**config.mk**
```make
export PLATFORM = sky130hd
export DESIGN_NAME = stepper_ramp_half_step_driver_flat
export DESIGN_NICKNAME = d
export VERILOG_FILES = /design/src/hw/rtl/srhs_pkg.sv /design/src/hw/rtl/srhs_in_if.sv /design/src/hw/rtl/srhs_out_if.sv /design/src/hw/rtl/srhs_cfg_if.sv /design/src/hw/rtl/srhs_cfg.sv /design/src/hw/rtl/srhs_core.sv /design/src/hw/rtl/stepper_ramp_half_step_driver.sv /design/src/flat_wrapper.sv
export SDC_FILE = /design/constraint.sdc
export NUM_CORES = 1
export LEC_CHECK = 0
export BUFFER_PORTS_ARGS = -buffer_cell sky130_fd_sc_hd__buf_4
export CAP_MARGIN = 30
export CORE_MARGIN = 4
export CORE_UTILIZATION = 60
export CTS_BUF_LIST = sky130_fd_sc_hd__clkbuf_4
export DETAILED_ROUTE_END_ITERATION = 6
export PLACE_DENSITY = 0.89
export SYNTH_ARGS = -nofsm -noshare
export SYNTH_HDL_FRONTEND = slang
export SYNTH_HIERARCHICAL = 1
export SYNTH_SLANG_ARGS = --single-unit
```
**constraint.sdc**
```tcl
create_clock -name clk -period 15.8 [get_ports clk]
set_input_delay 1.58 -clock clk [delete_from_list [all_inputs] [get_ports clk]]
set_output_delay 1.58 -clock clk [all_outputs]
set_load 0.1 [all_outputs]
```
**src/hw/rtl/srhs_pkg.sv**
```systemverilog
// ----------------------------------------------------------------------------
// srhs_pkg: shared types and constants for the half-step ramp driver
// Field widths, command codes, ramp constants and the coil decode table.
// ----------------------------------------------------------------------------
package srhs_pkg;

  localparam int FUNC_W    = 2;
  localparam int MOVE_W    = 17;
  localparam int POS_W     = 16;
  localparam int PER_W     = 16;
  localparam int STEPS_W   = 16;
  localparam int PHASE_W   = 3;
  localparam int COIL_W    = 4;
  localparam int CFG_IDX_W = 1;
  localparam int WINDOW_W  = 11;

  localparam logic [FUNC_W-1:0] FUNC_TICK    = 2'd0;
  localparam logic [FUNC_W-1:0] FUNC_GO      = 2'd1;
  localparam logic [FUNC_W-1:0] FUNC_SET_POS = 2'd2;

  localparam logic [CFG_IDX_W-1:0] REG_START_PERIOD = 1'b0;
  localparam logic [CFG_IDX_W-1:0] REG_END_PERIOD   = 1'b1;

  localparam logic [PER_W-1:0]    START_PERIOD_RST = 16'd5000;
  localparam logic [PER_W-1:0]    END_PERIOD_RST   = 16'd1000;
  localparam logic [WINDOW_W-1:0] WINDOW_RST       = 11'd80;

  localparam logic [PER_W-1:0] ACCEL_DELTA = 16'd50;
  localparam logic [PER_W-1:0] DECEL_DELTA = 16'd100;

  // x / 25 == (x * RECIP_25) >> RECIP_SHIFT for any 15-bit x
  localparam logic [14:0] RECIP_25    = 15'd20972;
  localparam int          RECIP_SHIFT = 19;

  localparam logic [PHASE_W-1:0] PHASE_FWD = 3'd1;
  localparam logic [PHASE_W-1:0] PHASE_BWD = 3'd7;

  typedef enum logic [1:0] {
    ST_STOP  = 2'd0,
    ST_ACCEL = 2'd1,
    ST_RUN   = 2'd2,
    ST_DECEL = 2'd3
  } run_state_t;

  typedef struct packed {
    logic [FUNC_W-1:0]        func;
    logic signed [MOVE_W-1:0] move_steps;
    logic [POS_W-1:0]         new_position;
  } item_t;

  typedef struct packed {
    logic [COIL_W-1:0] coils;
    run_state_t        motor_state;
    logic [POS_W-1:0]  position;
    logic              step_taken;
  } result_t;

  typedef struct packed {
    logic [PER_W-1:0]    start_period;
    logic [PER_W-1:0]    end_period;
    logic [WINDOW_W-1:0] window;
  } cfg_t;

  function automatic logic [COIL_W-1:0] coil_drive(input logic [PHASE_W-1:0] phase);
    logic [COIL_W-1:0] c;
    case (phase)
      3'd0:    c = 4'd6;
      3'd1:    c = 4'd4;
      3'd2:    c = 4'd12;
      3'd3:    c = 4'd8;
      3'd4:    c = 4'd9;
      3'd5:    c = 4'd1;
      3'd6:    c = 4'd3;
      3'd7:    c = 4'd2;
      default: c = '0;
    endcase
    return c;
  endfunction

endpackage

```
**src/hw/rtl/srhs_in_if.sv**
```systemverilog
// ----------------------------------------------------------------------------
// srhs_in_if: command channel
// Valid/ready channel carrying one command item.
// ----------------------------------------------------------------------------
interface srhs_in_if;
  import srhs_pkg::*;

  logic                     valid;
  logic                     ready;
  logic [FUNC_W-1:0]        func;
  logic signed [MOVE_W-1:0] move_steps;
  logic [POS_W-1:0]         new_position;

  modport source(output valid, func, move_steps, new_position, input ready);
  modport sink(input valid, func, move_steps, new_position, output ready);
endinterface

```
**src/hw/rtl/srhs_out_if.sv**
```systemverilog
// ----------------------------------------------------------------------------
// srhs_out_if: result channel
// Valid/ready channel carrying one status item per command.
// ----------------------------------------------------------------------------
interface srhs_out_if;
  import srhs_pkg::*;

  logic              valid;
  logic              ready;
  logic [COIL_W-1:0] coils;
  logic [1:0]        motor_state;
  logic [POS_W-1:0]  position;
  logic              step_taken;

  modport source(output valid, coils, motor_state, position, step_taken, input ready);
  modport sink(input valid, coils, motor_state, position, step_taken, output ready);
endinterface

```
**src/hw/rtl/srhs_cfg_if.sv**
```systemverilog
// ----------------------------------------------------------------------------
// srhs_cfg_if: register write channel
// Valid/ready channel carrying a register index and write data.
// ----------------------------------------------------------------------------
interface srhs_cfg_if;
  import srhs_pkg::*;

  logic                 valid;
  logic                 ready;
  logic [CFG_IDX_W-1:0] idx;
  logic [PER_W-1:0]     wdata;

  modport source(output valid, idx, wdata, input ready);
  modport sink(input valid, idx, wdata, output ready);
endinterface

```
**src/hw/rtl/srhs_cfg.sv**
```systemverilog
// ----------------------------------------------------------------------------
// srhs_cfg: ramp configuration registers
// Holds start and end period and the precomputed deceleration window.
// ----------------------------------------------------------------------------
module srhs_cfg (
  input  logic                               clk,
  input  logic                               rst_n,
  input  logic                               wr_en,
  input  logic [srhs_pkg::CFG_IDX_W-1:0]     wr_idx,
  input  logic [srhs_pkg::PER_W-1:0]         wr_data,
  output srhs_pkg::cfg_t                     cfg
);
  import srhs_pkg::*;

  cfg_t                    cfg_r;
  logic [PER_W-1:0]        start_nxt;
  logic [PER_W-1:0]        end_nxt;
  logic [PER_W-1:0]        diff;
  logic [29:0]             prod;
  logic [WINDOW_W-1:0]     window_nxt;

  always_comb begin
    start_nxt = cfg_r.start_period;
    end_nxt   = cfg_r.end_period;
    if (wr_en) begin
      case (wr_idx)
        REG_START_PERIOD: start_nxt = wr_data;
        REG_END_PERIOD:   end_nxt   = wr_data;
        default:          ;
      endcase
    end
    // window = (start - end) / 50, done as (diff / 2) / 25 by reciprocal
    diff = start_nxt - end_nxt;
    prod = 30'(diff[PER_W-1:1]) * 30'(RECIP_25);
    window_nxt = (start_nxt > end_nxt) ? prod[RECIP_SHIFT +: WINDOW_W] : '0;
  end

  always_ff @(posedge clk) begin
    if (!rst_n) begin
      cfg_r.start_period <= START_PERIOD_RST;
      cfg_r.end_period   <= END_PERIOD_RST;
      cfg_r.window       <= WINDOW_RST;
    end else if (wr_en) begin
      cfg_r.start_period <= start_nxt;
      cfg_r.end_period   <= end_nxt;
      cfg_r.window       <= window_nxt;
    end
  end

  assign cfg = cfg_r;

endmodule

```
**src/hw/rtl/srhs_core.sv**
```systemverilog
// ----------------------------------------------------------------------------
// srhs_core: motion state and step logic
// Applies one command item per cycle while advance is high to the motor state and forms its result.
// ----------------------------------------------------------------------------
module srhs_core #(
  parameter int STEPS_PER_MIN = 64
) (
  input  logic              clk,
  input  logic              rst_n,
  input  logic              advance,
  input  srhs_pkg::item_t   item,
  input  srhs_pkg::cfg_t    cfg,
  output srhs_pkg::result_t result
);
  import srhs_pkg::*;

  localparam logic [POS_W-1:0] DIAL_FULL = POS_W'(12 * 60 * STEPS_PER_MIN);

  logic [POS_W-1:0]   pos_r,    pos_nxt;
  logic [PHASE_W-1:0] phase_r,  phase_nxt;
  logic [STEPS_W-1:0] walked_r, walked_nxt;
  logic [STEPS_W-1:0] goal_r,   goal_nxt;
  logic [PER_W-1:0]   period_r, period_nxt;
  logic [PER_W-1:0]   tick_r,   tick_nxt;
  logic               bwd_r,    bwd_nxt;
  logic               live_r,   live_nxt;
  run_state_t         run_r,    run_nxt;

  logic [PER_W-1:0]          tick_inc;
  logic                      do_step;
  logic [POS_W-1:0]          pos_step;
  logic [STEPS_W-1:0]        walked_inc;
  logic [PER_W-1:0]          per_acc;
  logic [PER_W:0]            per_sum;
  logic signed [STEPS_W:0]   remaining;
  logic signed [STEPS_W:0]   window_s;
  logic [MOVE_W-1:0]         mag;

  always_comb begin
    pos_nxt    = pos_r;
    phase_nxt  = phase_r;
    walked_nxt = walked_r;
    goal_nxt   = goal_r;
    period_nxt = period_r;
    tick_nxt   = tick_r;
    bwd_nxt    = bwd_r;
    live_nxt   = live_r;
    run_nxt    = run_r;

    tick_inc = tick_r + 1'b1;
    do_step  = (item.func == FUNC_TICK) && (run_r != ST_STOP) && (tick_inc >= period_r);

    // dial wrap keeps the asymmetric rules: forward wraps at full, backward at one
    if (bwd_r) begin
      pos_step = (pos_r <= POS_W'(1)) ? DIAL_FULL : pos_r - 1'b1;
    end else begin
      pos_step = (({1'b0, pos_r} + 1'b1) >= {1'b0, DIAL_FULL}) ? '0 : pos_r + 1'b1;
    end
    walked_inc = walked_r + 1'b1;
    per_acc    = (period_r >= ACCEL_DELTA) ? period_r - ACCEL_DELTA : '0;
    if (period_r <= cfg.end_period) begin
      per_acc = period_r;
    end
    per_sum   = {1'b0, per_acc} + {1'b0, DECEL_DELTA};
    remaining = $signed({1'b0, goal_r}) - $signed({1'b0, walked_inc});
    window_s  = $signed({{(STEPS_W + 1 - WINDOW_W){1'b0}}, cfg.window});

    mag = item.move_steps[MOVE_W-1] ? MOVE_W'(-item.move_steps) : item.move_steps;

    case (item.func)
      FUNC_TICK: begin
        if (run_r != ST_STOP) begin
          tick_nxt = tick_inc;
          if (do_step) begin
            tick_nxt   = '0;
            pos_nxt    = pos_step;
            phase_nxt  = phase_r + (bwd_r ? PHASE_BWD : PHASE_FWD);
            walked_nxt = walked_inc;
            live_nxt   = 1'b1;
            period_nxt = per_acc;
            run_nxt    = (period_r > cfg.end_period) ? ST_ACCEL : ST_RUN;
            if (remaining < window_s) begin
              period_nxt = per_sum[PER_W] ? '1 : per_sum[PER_W-1:0];
              run_nxt    = ST_DECEL;
            end
            if (walked_inc >= goal_r) begin
              live_nxt = 1'b0;
              run_nxt  = ST_STOP;
            end
          end
        end
      end
      FUNC_GO: begin
        bwd_nxt    = item.move_steps[MOVE_W-1];
        goal_nxt   = mag[MOVE_W-1] ? '1 : mag[STEPS_W-1:0];
        walked_nxt = '0;
        period_nxt = cfg.start_period;
        tick_nxt   = '0;
        run_nxt    = ST_ACCEL;
      end
      FUNC_SET_POS: begin
        pos_nxt = item.new_position;
      end
      default: ;
    endcase

    result.coils       = live_nxt ? coil_drive(phase_nxt) : '0;
    result.motor_state = run_nxt;
    result.position    = pos_nxt;
    result.step_taken  = do_step;
  end

  always_ff @(posedge clk) begin
    if (!rst_n) begin
      pos_r    <= '0;
      phase_r  <= '0;
      walked_r <= '0;
      goal_r   <= '0;
      period_r <= '0;
      tick_r   <= '0;
      bwd_r    <= 1'b0;
      live_r   <= 1'b0;
      run_r    <= ST_STOP;
    end else if (advance) begin
      pos_r    <= pos_nxt;
      phase_r  <= phase_nxt;
      walked_r <= walked_nxt;
      goal_r   <= goal_nxt;
      period_r <= period_nxt;
      tick_r   <= tick_nxt;
      bwd_r    <= bwd_nxt;
      live_r   <= live_nxt;
      run_r    <= run_nxt;
    end
  end

  a_walk_within_goal: assert property (@(posedge clk) disable iff (!rst_n)
    (run_r != ST_STOP) |-> (walked_r <= goal_r))
    else $error("walked count passed the goal while moving");

  a_stop_releases_coils: assert property (@(posedge clk) disable iff (!rst_n)
    (run_r == ST_STOP) |-> !live_r)
    else $error("coils energized while stopped");

  a_step_restarts_tick: assert property (@(posedge clk) disable iff (!rst_n)
    (advance && do_step) |=> (tick_r == '0))
    else $error("tick counter not restarted after a step");

endmodule

```
**src/hw/rtl/stepper_ramp_half_step_driver.sv**
```systemverilog
// ----------------------------------------------------------------------------
// stepper_ramp_half_step_driver: half-step stepper driver with ramped period
// Command in, one status item out per command, with register write port.
// ----------------------------------------------------------------------------
// Every command item (tick, go, set position) yields exactly one status item.
// The block takes one item per clock while the output is not stalled: an
// item is captured in the input register, and once the output register is
// free it is applied to the motion state while its status is loaded into
// the output register, where it waits for the sink. The core forms the
// status combinationally and registers its state on each advance; while the
// output waits, one more command is held in the input register. Register
// writes take effect at once; write them only while no command is in flight.
module stepper_ramp_half_step_driver #(
  parameter int STEPS_PER_MIN = 64
) (
  input  logic      clk,
  input  logic      rst_n,
  srhs_in_if.sink   in_ch,
  srhs_out_if.source out_ch,
  srhs_cfg_if.sink  cfg_ch
);
  import srhs_pkg::*;

  logic    in_valid_r;
  item_t   in_data_r;
  logic    out_valid_r;
  result_t out_data_r;
  logic    advance;
  result_t result;
  cfg_t    cfg;

  assign advance      = in_valid_r && (!out_valid_r || out_ch.ready);
  assign in_ch.ready  = !in_valid_r || advance;
  assign cfg_ch.ready = 1'b1;

  srhs_cfg u_cfg (
    .clk     (clk),
    .rst_n   (rst_n),
    .wr_en   (cfg_ch.valid && cfg_ch.ready),
    .wr_idx  (cfg_ch.idx),
    .wr_data (cfg_ch.wdata),
    .cfg     (cfg)
  );

  srhs_core #(
    .STEPS_PER_MIN (STEPS_PER_MIN)
  ) u_core (
    .clk     (clk),
    .rst_n   (rst_n),
    .advance (advance),
    .item    (in_data_r),
    .cfg     (cfg),
    .result  (result)
  );

  always_ff @(posedge clk) begin
    if (!rst_n) begin
      in_valid_r <= 1'b0;
    end else if (in_ch.ready) begin
      in_valid_r <= in_ch.valid;
    end
  end

  always_ff @(posedge clk) begin
    if (in_ch.valid && in_ch.ready) begin
      in_data_r.func         <= in_ch.func;
      in_data_r.move_steps   <= in_ch.move_steps;
      in_data_r.new_position <= in_ch.new_position;
    end
  end

  // hold the result until the sink takes it
  always_ff @(posedge clk) begin
    if (!rst_n) begin
      out_valid_r <= 1'b0;
    end else if (advance) begin
      out_valid_r <= 1'b1;
    end else if (out_ch.ready) begin
      out_valid_r <= 1'b0;
    end
  end

  always_ff @(posedge clk) begin
    if (advance) begin
      out_data_r <= result;
    end
  end

  assign out_ch.valid       = out_valid_r;
  assign out_ch.coils       = out_data_r.coils;
  assign out_ch.motor_state = out_data_r.motor_state;
  assign out_ch.position    = out_data_r.position;
  assign out_ch.step_taken  = out_data_r.step_taken;

endmodule
```
**src/flat_wrapper.sv**
```systemverilog
// flat-port wrapper written by rule: the top's interface ports become plain ports
module stepper_ramp_half_step_driver_flat import srhs_pkg::*;
#(
  parameter int STEPS_PER_MIN = 64
)
  (clk, rst_n, in_ch_valid, in_ch_func, in_ch_move_steps, in_ch_new_position, in_ch_ready, out_ch_valid, out_ch_coils, out_ch_motor_state, out_ch_position, out_ch_step_taken, out_ch_ready, cfg_ch_valid, cfg_ch_idx, cfg_ch_wdata, cfg_ch_ready);
  srhs_in_if in_ch_i ();
  srhs_out_if out_ch_i ();
  srhs_cfg_if cfg_ch_i ();
  input  logic clk;
  input  logic rst_n;
  input wire logic [$bits(in_ch_i.valid)-1:0] in_ch_valid;
  input wire logic [$bits(in_ch_i.func)-1:0] in_ch_func;
  input wire logic [$bits(in_ch_i.move_steps)-1:0] in_ch_move_steps;
  input wire logic [$bits(in_ch_i.new_position)-1:0] in_ch_new_position;
  output wire logic [$bits(in_ch_i.ready)-1:0] in_ch_ready;
  output wire logic [$bits(out_ch_i.valid)-1:0] out_ch_valid;
  output wire logic [$bits(out_ch_i.coils)-1:0] out_ch_coils;
  output wire logic [$bits(out_ch_i.motor_state)-1:0] out_ch_motor_state;
  output wire logic [$bits(out_ch_i.position)-1:0] out_ch_position;
  output wire logic [$bits(out_ch_i.step_taken)-1:0] out_ch_step_taken;
  input wire logic [$bits(out_ch_i.ready)-1:0] out_ch_ready;
  input wire logic [$bits(cfg_ch_i.valid)-1:0] cfg_ch_valid;
  input wire logic [$bits(cfg_ch_i.idx)-1:0] cfg_ch_idx;
  input wire logic [$bits(cfg_ch_i.wdata)-1:0] cfg_ch_wdata;
  output wire logic [$bits(cfg_ch_i.ready)-1:0] cfg_ch_ready;
  assign in_ch_i.valid = in_ch_valid;
  assign in_ch_i.func = in_ch_func;
  assign in_ch_i.move_steps = in_ch_move_steps;
  assign in_ch_i.new_position = in_ch_new_position;
  assign in_ch_ready = in_ch_i.ready;
  assign out_ch_valid = out_ch_i.valid;
  assign out_ch_coils = out_ch_i.coils;
  assign out_ch_motor_state = out_ch_i.motor_state;
  assign out_ch_position = out_ch_i.position;
  assign out_ch_step_taken = out_ch_i.step_taken;
  assign out_ch_i.ready = out_ch_ready;
  assign cfg_ch_i.valid = cfg_ch_valid;
  assign cfg_ch_i.idx = cfg_ch_idx;
  assign cfg_ch_i.wdata = cfg_ch_wdata;
  assign cfg_ch_ready = cfg_ch_i.ready;
  stepper_ramp_half_step_driver #(.STEPS_PER_MIN(STEPS_PER_MIN)) u_core (.clk(clk), .rst_n(rst_n), .in_ch(in_ch_i), .out_ch(out_ch_i), .cfg_ch(cfg_ch_i));
endmodule
```
* Word-level counts from Yosys, hierarchy flattened *
Memories as Yosys holds them, arrays and structs flattened. A register that Yosys moved wholly into a read port is not among the register bits.
Index checks and enable logic that the tools add are counted.

word-level totals
  flip-flop bits (word level) = 186
  ROM bits = 32
  input port bits = 57
  memories = 1

memory list
  memory            words  bits a word  read ports  clocked after Yosys merged registers in  write ports  RTL line        text
  (name not given)  8      4            1           1                                        0            srhs_pkg.sv:66  case (phase)

cells by class
  $add $sub $neg = 11
  $mul = 1
  magnitude comparators = 9
  equality and inequality tests = 4
  muxes and demuxes = 42
  reductions and logical operators = 16

operators by type and width
  kind                                                    count
  2-to-1 mux 16 bit                                       20
  case mux 16 bit (2 select lines)                        4
  adder 16 x 1 -> 16 bit (second input constant)          3
  >= comparator 16 bit                                    2
  > comparator 16 bit                                     2
  multiplier 15 x 13 -> 28 bit (second input constant)    1
  adder 16 x 1 -> 17 bit (second input constant)          1
  adder 16 x 7 -> 17 bit (second input constant)          1
  >= comparator 17 x 16 -> 1 bit (second input constant)  1
  less-than comparator 17 x 12 -> 1 bit                   1
  2-to-1 mux 17 bit                                       1
  negator 17 bit                                          1
  subtractor 16 x 16 -> 17 bit                            1
  >= comparator 16 x 6 -> 1 bit (second input constant)   1
  <= comparator 16 x 1 -> 1 bit (second input constant)   1
  <= comparator 16 bit                                    1
  subtractor 16 x 1 -> 16 bit (second input constant)     1
  subtractor 16 bit                                       1
  subtractor 16 x 6 -> 16 bit (second input constant)     1
  2-to-1 mux 3 bit                                        4
  2-to-1 mux 11 bit                                       1
  2-to-1 mux 2 bit                                        5
  2-to-1 mux 1 bit                                        6
  nonzero test 2 bit                                      3
  other kinds (13)                                        19

* Longest topological paths before layout *
Gate-level depths: netlist (run 1).

  depth after elaboration = 9
  mapped depth = 32

* Cells and area by module *
Netlist (run 1), hierarchy kept.

modules (own cells, without submodules)
  module                         times used  cells an instance  area each (µm²)  seq. area each (µm²)
  srhs_core                      1           1126               8275.4           1741.7
  srhs_cfg                       1           663                6149.6           860.8
  stepper_ramp_half_step_driver  1           69                 1856.8           1781.7

* Worst setup path before layout (run 1) *
No wires, ideal clock.

  path kind = in2reg
  start = input cfg_ch_valid
  end = register u_core.u_cfg.cfg_r (netlist bit u_core/u_cfg/cfg[6])
  library setup time = 0.122 ns
  data arrival time = 8.752 ns
  required time = 15.678 ns
  slack = 6.926 ns
  cell stages on the path = 30
  path through = inv_1 > nor2_1 > buf_2 > mux2i_1 > ha_1 > inv_1 > fa_1 > a211oi_2 > nor2_2 > o31ai_2 > a32o_2 > o21ai_0 > xor2_1 > inv_1 > fa_1 > inv_1 > ha_1 > fa_1 > fa_1 > inv_1 > fa_1 > inv_1 > ha_1 > nand2_1 > o21a_1 > a21oi_1 > a2bb2oi_1 > a21oi_1 > xnor2_1 > a221o_1

between the ends
  longest elaborated chain between the ends = 4
  elaborated cells between the ends (all ways) = 6
  those cells by class = add/sub (1); mul (1); order compare (1); mux (3)

ends and longest elaborated chain
  element                       RTL line            text
  from (decl)                   flat_wrapper.sv:23  input wire logic [$bits(cfg_ch_i.valid)-1:0] cfg_ch_valid;
  2-to-1 mux 16 bit             srhs_cfg.sv:25      if (wr_en) begin
  subtractor 16 bit             srhs_cfg.sv:33      diff = start_nxt - end_nxt;
  multiplier 15 x 13 -> 28 bit  srhs_cfg.sv:34      prod = 30'(diff[PER_W-1:1]) * 30'(RECIP_25);
  2-to-1 mux 11 bit             srhs_cfg.sv:35      window_nxt = (start_nxt > end_nxt) ? prod[RECIP_SHIFT +: WINDOW_W] : '0;
  to (decl)                     srhs_cfg.sv:15      cfg_t cfg_r;

Parallel ways exist; a longest one is shown, timed or not.
A chain may end at the register's enable or synchronous reset.

* Worst setup path after layout (run 1) *
  start = input cfg_ch_valid
  end = register u_core.u_cfg.cfg_r (netlist bit u_core/u_cfg/cfg[6])

between the ends
  longest elaborated chain between the ends = 4
  elaborated cells between the ends (all ways) = 6
  those cells by class = add/sub (1); mul (1); order compare (1); mux (3)

ends and longest elaborated chain
  element                            RTL line        text
  2-to-1 mux 16 bit (*)              srhs_cfg.sv:25
  named net u_core.u_cfg.end_nxt[0]  srhs_cfg.sv:17  logic [PER_W-1:0] end_nxt;
  subtractor 16 bit                  srhs_cfg.sv:33
  multiplier 15 x 13 -> 28 bit       srhs_cfg.sv:34
  2-to-1 mux 11 bit (*)              srhs_cfg.sv:35

Mark *: on every way through the listed nets, which the timed path passes. The rest lies on a longest branch.

==> metrics, run 1 <==
result of the run complete, no violations; root buffer cell sky130_fd_sc_hd__clkbuf_4; maximum fanout count along the critical path 16; register bit count reported by yosys 190; number of standard-cell rows in the floorplan 60; final worst clock skew 0.0331 ns; via count of the first global-routing pass about 14k; setup repair after global routing missed its margin false; worst setup path startpoint cfg_ch_valid; fillcell total 2140; number of setup violations in the final report 0; synthesized area divided by synthesized cell count 8.76 µm²; Distinct cells, synth 101; gr usage total 0.260; post-synth net total 2164; category of cells accounting for the largest share of critical-path delay adder cells; post-detailed-routing wire length 38.9 mm; post-synthesis instance area 16300 µm²; # DRC 0; largest net degree at the start of global routing 99; transition time at the pin with the least slew margin 0.931 ns; final standard cell count with taps included and fillers excluded 2249; critical path start-end classification in2reg; CTS Hold Bufs 0; share of post-route cells with drive strength above 1 0.0981; cell with the most instances after synthesis sky130_fd_sc_hd__inv_1; register area share after synthesis 0.269; CTS-repair resized insts 0; most frequent cells after synthesis 211 x sky130_fd_sc_hd__inv_1, 181 x sky130_fd_sc_hd__ha_1, 143 x sky130_fd_sc_hd__nand2_1, 132 x sky130_fd_sc_hd__dfxtp_1, 113 x sky130_fd_sc_hd__a21oi_1; per-cell via count in the routed design 6.16; x dimension of the die 173 µm; die area 29800 µm²; maximum root-to-sink buffer count 2; Final ANT Viol Nets 0; synthesis-to-finish area growth 6.81%; RePlAce Congestion 0.942; endpoints failing hold 0; CTS sink count 190; count of max-cap constraint violations 0; worst-path cell with the longest stage delay sky130_fd_sc_hd__nand2_1; critical path capture point type register; synthesized netlist cell count ~1.9k; IO Port Bufs 81; critical path startpoint category primary input; HPWL Detailed 30.1 mm; final worst hold slack 0.464 ns; Top-Level Pins 83; Post-synth EDFFs 58; area of the core 26800 µm²; FFs w/ async S/R, synth 0; setup fix buffers added after clock tree synthesis 0; H-tree depth reported by CTS 4; first-iteration detailed-routing DRC count 1171; leading post-synthesis cells by cell area sky130_fd_sc_hd__dfxtp_1 16%, sky130_fd_sc_hd__ha_1 14%, sky130_fd_sc_hd__edfxtp_1 11%; starting utilization of the core area 0.608; Warnings, synthesis 6; part of the cycle the worst path needs 0.573; cell type with the largest total area after synthesis sky130_fd_sc_hd__dfxtp_1; clock slew at reported path FFs 0.17 ns; clock latency of the later-clocked register in the worst-skew pair 0.60 ns; final layout net count 2200; worst hold path type reg2reg; total clock buffers created by CTS 17; Max-slew headroom 0.378; global-route wire length before repair 66.4 mm; maximum clock frequency 0.110 GHz; origin of the worst min-delay path u_core/u_cfg/cfg[10]$_SDFFE_PN0P_; routed via count roughly 14k; primary flip-flop cell chosen by synthesis mapping sky130_fd_sc_hd__dfxtp_1; Crit path required time about 16 ns; final period demand of the worst path 9.05 ns; die height 173 µm; beginning of the worst register-to-register path u_core/u_cfg/cfg[27]$_SDFFE_PN0P_; Buf+Inv Stages, Crit Path 6; critical path arrival 9.55 ns; number of max-slew violations in the final report 0; total grt overflow 0; wire per inst 17.3 µm; number of placed instances, taps included 2216; DRT Pass-1 Iters 6; sum of negative setup slack 0 ns; TritonCTS clock tree yes; Yosys top cell area share 0.162; antenna violations before repair 1; Critical Path Max Stage Delay around 0.7 ns
==> path summary, 6_finish.rpt <==
kind / to / slack [ns] / depth (start not counted)
hold / removal: u_core/u_cfg/cfg[10]$_SDFFE_PN0P_ / 0.46 / 2
hold reg to reg: u_core/u_cfg/cfg[10]$_SDFFE_PN0P_ / 0.46 / 2
setup reg to reg: u_core/u_cfg/cfg[6]$_SDFFE_PN1P_ / 8.26 / 27
setup / recovery: u_core/u_cfg/cfg[6]$_SDFFE_PN1P_ / 6.75 / 29
==> final cells by class <==
| cell class | instances | area (µm²) | share of cell area |
|---|---|---|---|
| Antenna cell | 1 | 2.50 | 0.000144 |
| Clock buffer | 18 | 135 | 0.00777 |
| Clock inverter | 14 | 146 | 0.00842 |
| Inverter | 215 | 807 | 0.0464 |
| Multi-Input combinational cell | 1381 | 10800 | 0.621 |
| Sequential cell | 190 | 4380 | 0.252 |
| Tap cell | 341 | 427 | 0.0245 |
| Timing Repair Buffer | 89 | 684 | 0.0394 |
==> stage by stage <==
stage | setup slack (ns) | instance area, µm² | utilization
global route | 6.35 | 17400 | 0.649
detailed placement | 6.15 | 17100 | 0.638
CTS | 6.82 | 17400 | 0.649
floorplan | 6.93 | 16300 | -
finish | 6.75 | 17400 | 0.649
global placement | 6.37 | 17100 | 0.637
==> tightest hold or removal path, stage by stage (launching register included) <==
cell	delay [ns]
sky130_fd_sc_hd__dfxtp_1	0.35
sky130_fd_sc_hd__nand2_1	0.05
sky130_fd_sc_hd__o21ai_1	0.05
==> logic make-up (layout without fill, tap and decap cells) <==
family | after synthesis | in the layout | synth area share
other | 1 | 2 | 0.000230
adders and majority gates | 249 | 249 | 0.223
DFF | 190 | 190 | 0.269
buffers and inverters | 287 | 336 | 0.0686
xor gates and xnor gates | 99 | 99 | 0.0565
muxes | 39 | 39 | 0.0252
and+or+nand+nor | 515 | 515 | 0.163
AOI/OAI and AO/OA | 478 | 478 | 0.195
==> registers in the layout (all words and copies together) (netlist names) <==
register	count
u_core/out_ch.motor_state	2
u_core/in_data_r	35
u_core/u_core/goal_r	16
u_core/out_ch.coils	4
u_core/u_cfg/cfg	43
u_core/u_core/period_r	16
u_core/u_core/live_r	1
u_core/out_ch.valid	1
u_core/out_ch.step_taken	1
u_core/u_core/bwd_r	1
u_core/u_core/pos_r	16
u_core/in_valid_r	1
u_core/u_core/walked_r	16
u_core/u_core/run_r	2
u_core/out_ch.position	16
u_core/u_core/phase_r	3
u_core/u_core/tick_r	16
==> per-layer routing <==
layer	share of wire	vias up	track usage
met1	0.42	6601	0.332
li1	-	6661	-
met4	0.032	0	0.101
met5	0	-	0
met3	0.052	97	0.0324
met2	0.49	492	0.452
==> cells in the final DEF (no fill, tap or decap), types with 28 or more instances in the layout <==
cell                       count
sky130_fd_sc_hd__a21oi_1     112
sky130_fd_sc_hd__and2_1       29
sky130_fd_sc_hd__buf_4        87
sky130_fd_sc_hd__dfxtp_1     132
sky130_fd_sc_hd__edfxtp_1     58
sky130_fd_sc_hd__fa_1         68
sky130_fd_sc_hd__ha_1        181
sky130_fd_sc_hd__inv_1       211
sky130_fd_sc_hd__nand2_1     143
sky130_fd_sc_hd__nand3_1      28
sky130_fd_sc_hd__nor2_1      101
sky130_fd_sc_hd__nor2b_1      36
sky130_fd_sc_hd__nor3_1       35
sky130_fd_sc_hd__o21ai_0     112
sky130_fd_sc_hd__xnor2_1      55
sky130_fd_sc_hd__xor2_1       40
Power of run 1 is not shown: default switching activity piles up to over one toggle a cycle in this logic, so the estimate is an artifact.
==> run 2: changes to the inputs <==
--- a/config.mk
+++ b/config.mk
@@ -8,10 +8,10 @@
 export BUFFER_PORTS_ARGS = -buffer_cell sky130_fd_sc_hd__buf_4
 export CAP_MARGIN = 30
 export CORE_MARGIN = 4
-export CORE_UTILIZATION = 60
+export CORE_UTILIZATION = 58
 export CTS_BUF_LIST = sky130_fd_sc_hd__clkbuf_4
 export DETAILED_ROUTE_END_ITERATION = 6
-export PLACE_DENSITY = 0.89
+export PLACE_DENSITY = 0.9
 export SYNTH_ARGS = -nofsm -noshare
 export SYNTH_HDL_FRONTEND = slang
 export SYNTH_HIERARCHICAL = 1
==> constraint.sdc (replaced) <==
create_clock -name clk -period 7.9 [get_ports clk]
set_input_delay 0.79 -clock clk [delete_from_list [all_inputs] [get_ports clk]]
set_output_delay 0.79 -clock clk [all_outputs]
set_load 0.1 [all_outputs]
==> metrics, run 2 (synthesized netlist as in run 1, its figures left out) <==
clock slew at reported path FFs 0.18 ns; area of the core 27700 µm²; count of max-cap constraint violations 0; CTS sink count between 150 and 200; per-cell via count in the routed design 6.05; result of the run complete, no violations; CTS Hold Bufs 0; reg2reg setup slack 1.02 ns; transition time at the pin with the least slew margin 0.918 ns; die height about 180 µm; worst-path cell with the longest stage delay sky130_fd_sc_hd__fa_1; starting utilization of the core area 0.588; critical path start-end classification in2reg; maximum clock frequency approximately 0.14 GHz; fillcell total 2182; sum of negative setup slack 0 ns; critical path capture point type register; final layout net count 2215; setup repair after global routing missed its margin false; worst hold path type in2reg; Top-Level Pins 83; x dimension of the die approximately 180 µm; gr usage total 0.256; cell area after layout 17600 µm²; critical path startpoint category primary input; part of the cycle the worst path needs 0.926; Final ANT Viol Nets 0; number of setup violations in the final report 0; wire per inst 17.2 µm; Crit path required time roughly 8.4 ns; endpoints failing hold 0; root buffer cell sky130_fd_sc_hd__clkbuf_4; routed via count ~14k; H-tree depth reported by CTS 4; Max-slew headroom 0.386; flip-flop count of the largest register, all copies and words added 43; first-iteration detailed-routing DRC count 1128; synthesis-to-finish area growth 7.88%; final worst clock skew roughly 0.028 ns; post-detailed-routing wire length around 40 mm; IO Port Bufs 81; leading cell type in the layout, fill and taps excluded sky130_fd_sc_hd__inv_1; most repeated library cell on the critical path sky130_fd_sc_hd__inv_1; CTS-repair resized insts 0; DRT Pass-1 Iters 5; # DRC 0; critical path arrival 7.82 ns; antenna violations before repair 1; commonest cells after routing, fill and taps aside 211 x sky130_fd_sc_hd__inv_1, 181 x sky130_fd_sc_hd__ha_1, 143 x sky130_fd_sc_hd__nand2_1, 132 x sky130_fd_sc_hd__dfxtp_1; clock latency of the later-clocked register in the worst-skew pair 0.60 ns; largest net degree at the start of global routing 98; maximum root-to-sink buffer count 2; number of standard-cell rows in the floorplan 61; maximum fanout count along the critical path 6; end-of-flow core utilization 0.634; RePlAce Congestion 0.927; setup fix buffers added after clock tree synthesis 0; HPWL Detailed 30.7 mm; share of post-route cells with drive strength above 1 0.107; via count of the first global-routing pass 13.7k; die area 30800 µm²; cell area after placement 17300 µm²; final period demand of the worst path 7.31 ns; total clock buffers created by CTS 17; Critical Path Max Stage Delay 0.58 ns; number of max-slew violations in the final report 0; TritonCTS clock tree yes; global-route wire length before repair 65.8 mm; total grt overflow 0
==> run 2: critical path, delay by kind of cell <==
family / cells / cell delay (ns)
fa+ha+maj: 8 / 3.40
compound gates: 9 / 2.03
buf+inv: 7 / 0.50
simple gates: 3 / 0.47
xor+xnor: 2 / 0.36
mux: 1 / 0.28
==> run 2: layer usage <==
layer / global-route usage / share of wire / routed length, µm
met2: 0.452 / 0.50 / 19800
met4: 0.0767 / 0.024 / 971
met3: 0.0377 / 0.064 / 2540
met5: 0 / 0 / 0
met1: 0.327 / 0.41 / 16400
==> run 2: worst paths after layout <==
kind | startpoint | to | depth (start not counted)
setup / recovery | cfg_ch_valid | u_core/u_cfg/cfg[6]$_SDFFE_PN1P_ | 30
hold reg to reg | u_core/u_cfg/cfg[10]$_SDFFE_PN0P_ | u_core/u_cfg/cfg[10]$_SDFFE_PN0P_ | 2
hold / removal | in_ch_move_steps[15] | u_core/in_data_r[31]$_DFFE_PP_ | 1
setup reg to reg | u_core/u_cfg/cfg[27]$_SDFFE_PN0P_ | u_core/u_cfg/cfg[6]$_SDFFE_PN1P_ | 27
==> run 2: area by class of cell <==
cell class                      instances  area (µm²)  area share
Antenna cell                            1        2.50    0.000142
Clock buffer                           19         143     0.00812
Clock inverter                         13         149     0.00848
Inverter                              215         807      0.0459
Multi-Input combinational cell       1381       10800       0.616
Sequential cell                       190        4380       0.250
Tap cell                              378         473      0.0269
Timing Repair Buffer                  104         793      0.0452
==> run 2: through the flow <==
step                      std cells  worst slack, ns  hold WS [ns]
final                          2301            0.586         0.347
after global routing           2301            0.253         0.278
after CTS                      2300            0.715         0.303
after detailed placement       2268           0.0568         0.445
after global placement         2267            0.198         0.439
after floorplan                1858           0.0486         0.425
Power of run 2 is left out for the same reason.
==> run 3: changes to the inputs <==
--- a/config.mk
+++ b/config.mk
@@ -11,7 +11,7 @@
 export CORE_UTILIZATION = 58
 export CTS_BUF_LIST = sky130_fd_sc_hd__clkbuf_4
 export DETAILED_ROUTE_END_ITERATION = 6
-export PLACE_DENSITY = 0.9
+export PLACE_DENSITY_LB_ADDON = 0.15
 export SYNTH_ARGS = -nofsm -noshare
 export SYNTH_HDL_FRONTEND = slang
 export SYNTH_HIERARCHICAL = 1
==> constraint.sdc (replaced) <==
create_clock -name clk -period 6.72 [get_ports clk]
set_input_delay 0.672 -clock clk [delete_from_list [all_inputs] [get_ports clk]]
set_output_delay 0.672 -clock clk [all_outputs]
set_load 0.1 [all_outputs]
==> metrics, run 3 (synthesized netlist as in run 1, its figures left out) <==
result of the run complete, no violations; worst-path cell with the longest stage delay sky130_fd_sc_hd__fa_1; number of placed instances, taps included 2371; clock latency of the later-clocked register in the worst-skew pair 0.60 ns; total grt overflow 0; number of setup violations in the final report 0; critical path startpoint category primary input; global-route wire length before repair approximately 67 mm; grt met2 use 0.433; CTS sink count 190; critical path start-end classification in2reg; final standard cell count with taps included and fillers excluded 2424; critical path arrival 7.16 ns; commonest cells after routing, fill and taps aside 217 x sky130_fd_sc_hd__buf_4, 195 x sky130_fd_sc_hd__inv_1, 163 x sky130_fd_sc_hd__ha_1, 142 x sky130_fd_sc_hd__nand2_1, 132 x sky130_fd_sc_hd__dfxtp_1; IO Port Bufs between 80 and 90; final period demand of the worst path 6.66 ns; wire per inst 17.1 µm; DRT Pass-1 Iters 7; number of standard-cell rows in the floorplan 61; antenna violations before repair 1; combined flip-flop and latch cell area approximately 4400 µm²; root buffer cell sky130_fd_sc_hd__clkbuf_4; met3 usage 0.0293; # DRC 0; cell area after placement 18200 µm²; area of the core 27700 µm²; part of the cycle the worst path needs 0.992; largest net degree at the start of global routing 97; flip-flop count of the largest register, all copies and words added 43; routed via count between 10k and 15k; leading cell type in the layout, fill and taps excluded sky130_fd_sc_hd__buf_4; die height roughly 180 µm; clock slew at reported path FFs 0.17 ns; post-detailed-routing wire length approximately 42 mm; final worst hold slack 0.244 ns; global-route layer with the greatest usage met2; number of max-slew violations in the final report 0; maximum root-to-sink buffer count 2; count of max-cap constraint violations 0; TritonCTS clock tree yes; GR met1 Demand/Resource 0.369; gr usage total 0.261; most repeated library cell on the critical path sky130_fd_sc_hd__fa_1; Crit path required time 7.22 ns; first-iteration detailed-routing DRC count 951; maximum clock frequency 0.150 GHz; share of post-route cells with drive strength above 1 0.199; Max-slew headroom 0.363; fillcell total approximately 2.3k; final worst clock skew 0.0377 ns; synthesis-to-finish area growth 17.1%; CTS Hold Bufs 0; cell area after layout 19100 µm²; total clock buffers created by CTS 17; endpoints failing hold 0; H-tree depth reported by CTS 4; setup repair after global routing missed its margin true; per-cell via count in the routed design 5.82; maximum fanout count along the critical path 5; sum of negative setup slack 0 ns; critical path capture point type register; Final ANT Viol Nets 0; via count of the first global-routing pass about 14k; RePlAce Congestion 0.936; Top-Level Pins 83; x dimension of the die 176 µm; die area 30800 µm²; transition time at the pin with the least slew margin between 0.9 and 1 ns; HPWL Detailed approximately 31 mm; area occupied by multi-input gates 11300 µm²; final layout net count 2338; Critical Path Max Stage Delay 0.56 ns; worst hold path type in2reg; starting utilization of the core area 0.588
[run 3: critical path: cells and delay by family]
kind	cells	cell delay (ns)
buffers and inverters	8	0.82
adder cells (fa/ha/maj)	6	2.63
multiplexers	1	0.37
AND/OR/NAND/NOR	5	0.79
XOR/XNOR	3	0.42
AO/OA/AOI/OAI	6	1.41
[run 3: layer usage]
layer  vias to the layer above  wire length (µm)
li1                       6919                 -
met1                      6757             18900
met2                       376             19700
met4                         0               840
met5                         -                 0
met3                        61              2020
[run 3: metrics by stage]
| step | setup slack (ns) | utilization |
|---|---|---|
| floorplan | -0.365 | - |
| global placement | -0.557 | 0.655 |
| detailed placement | -0.653 | 0.655 |
| CTS | -0.00920 | 0.666 |
| global route | -0.161 | 0.688 |
| finish | 0.0571 | 0.688 |
[run 3: final timing paths]
kind / startpoint / end / slack [ns] / cells past startpoint
setup / recovery: cfg_ch_valid / u_core/u_cfg/cfg[6]$_SDFFE_PN1P_ / 0.06 / 29
hold / removal: in_ch_move_steps[11] / u_core/in_data_r[27]$_DFFE_PP_ / 0.24 / 1
setup reg to reg: u_core/u_cfg/cfg[27]$_SDFFE_PN0P_ / u_core/u_cfg/cfg[6]$_SDFFE_PN1P_ / 0.27 / 28
hold reg to reg: u_core/u_cfg/cfg[9]$_SDFFE_PN0P_ / u_core/u_cfg/cfg[9]$_SDFFE_PN0P_ / 0.46 / 2
[run 3: area by class of cell]
class | instances | share of cell area
inverter | 215 | 0.0427
multi-input combinational | 1381 | 0.595
timing repair buffer | 227 | 0.0935
antenna | 1 | 0.000131
tap | 378 | 0.0248
clock inverter | 13 | 0.00670
clock buffer | 19 | 0.00748
sequential | 190 | 0.230
[run 3: what timing repair did]
item	CTS	global route
setup buffers	1	18
gates resized for setup	3	83
setup endpoints to repair	5	11
pin swaps	2	62
gates cloned	0	1
Power of run 3 is left out for the same reason.
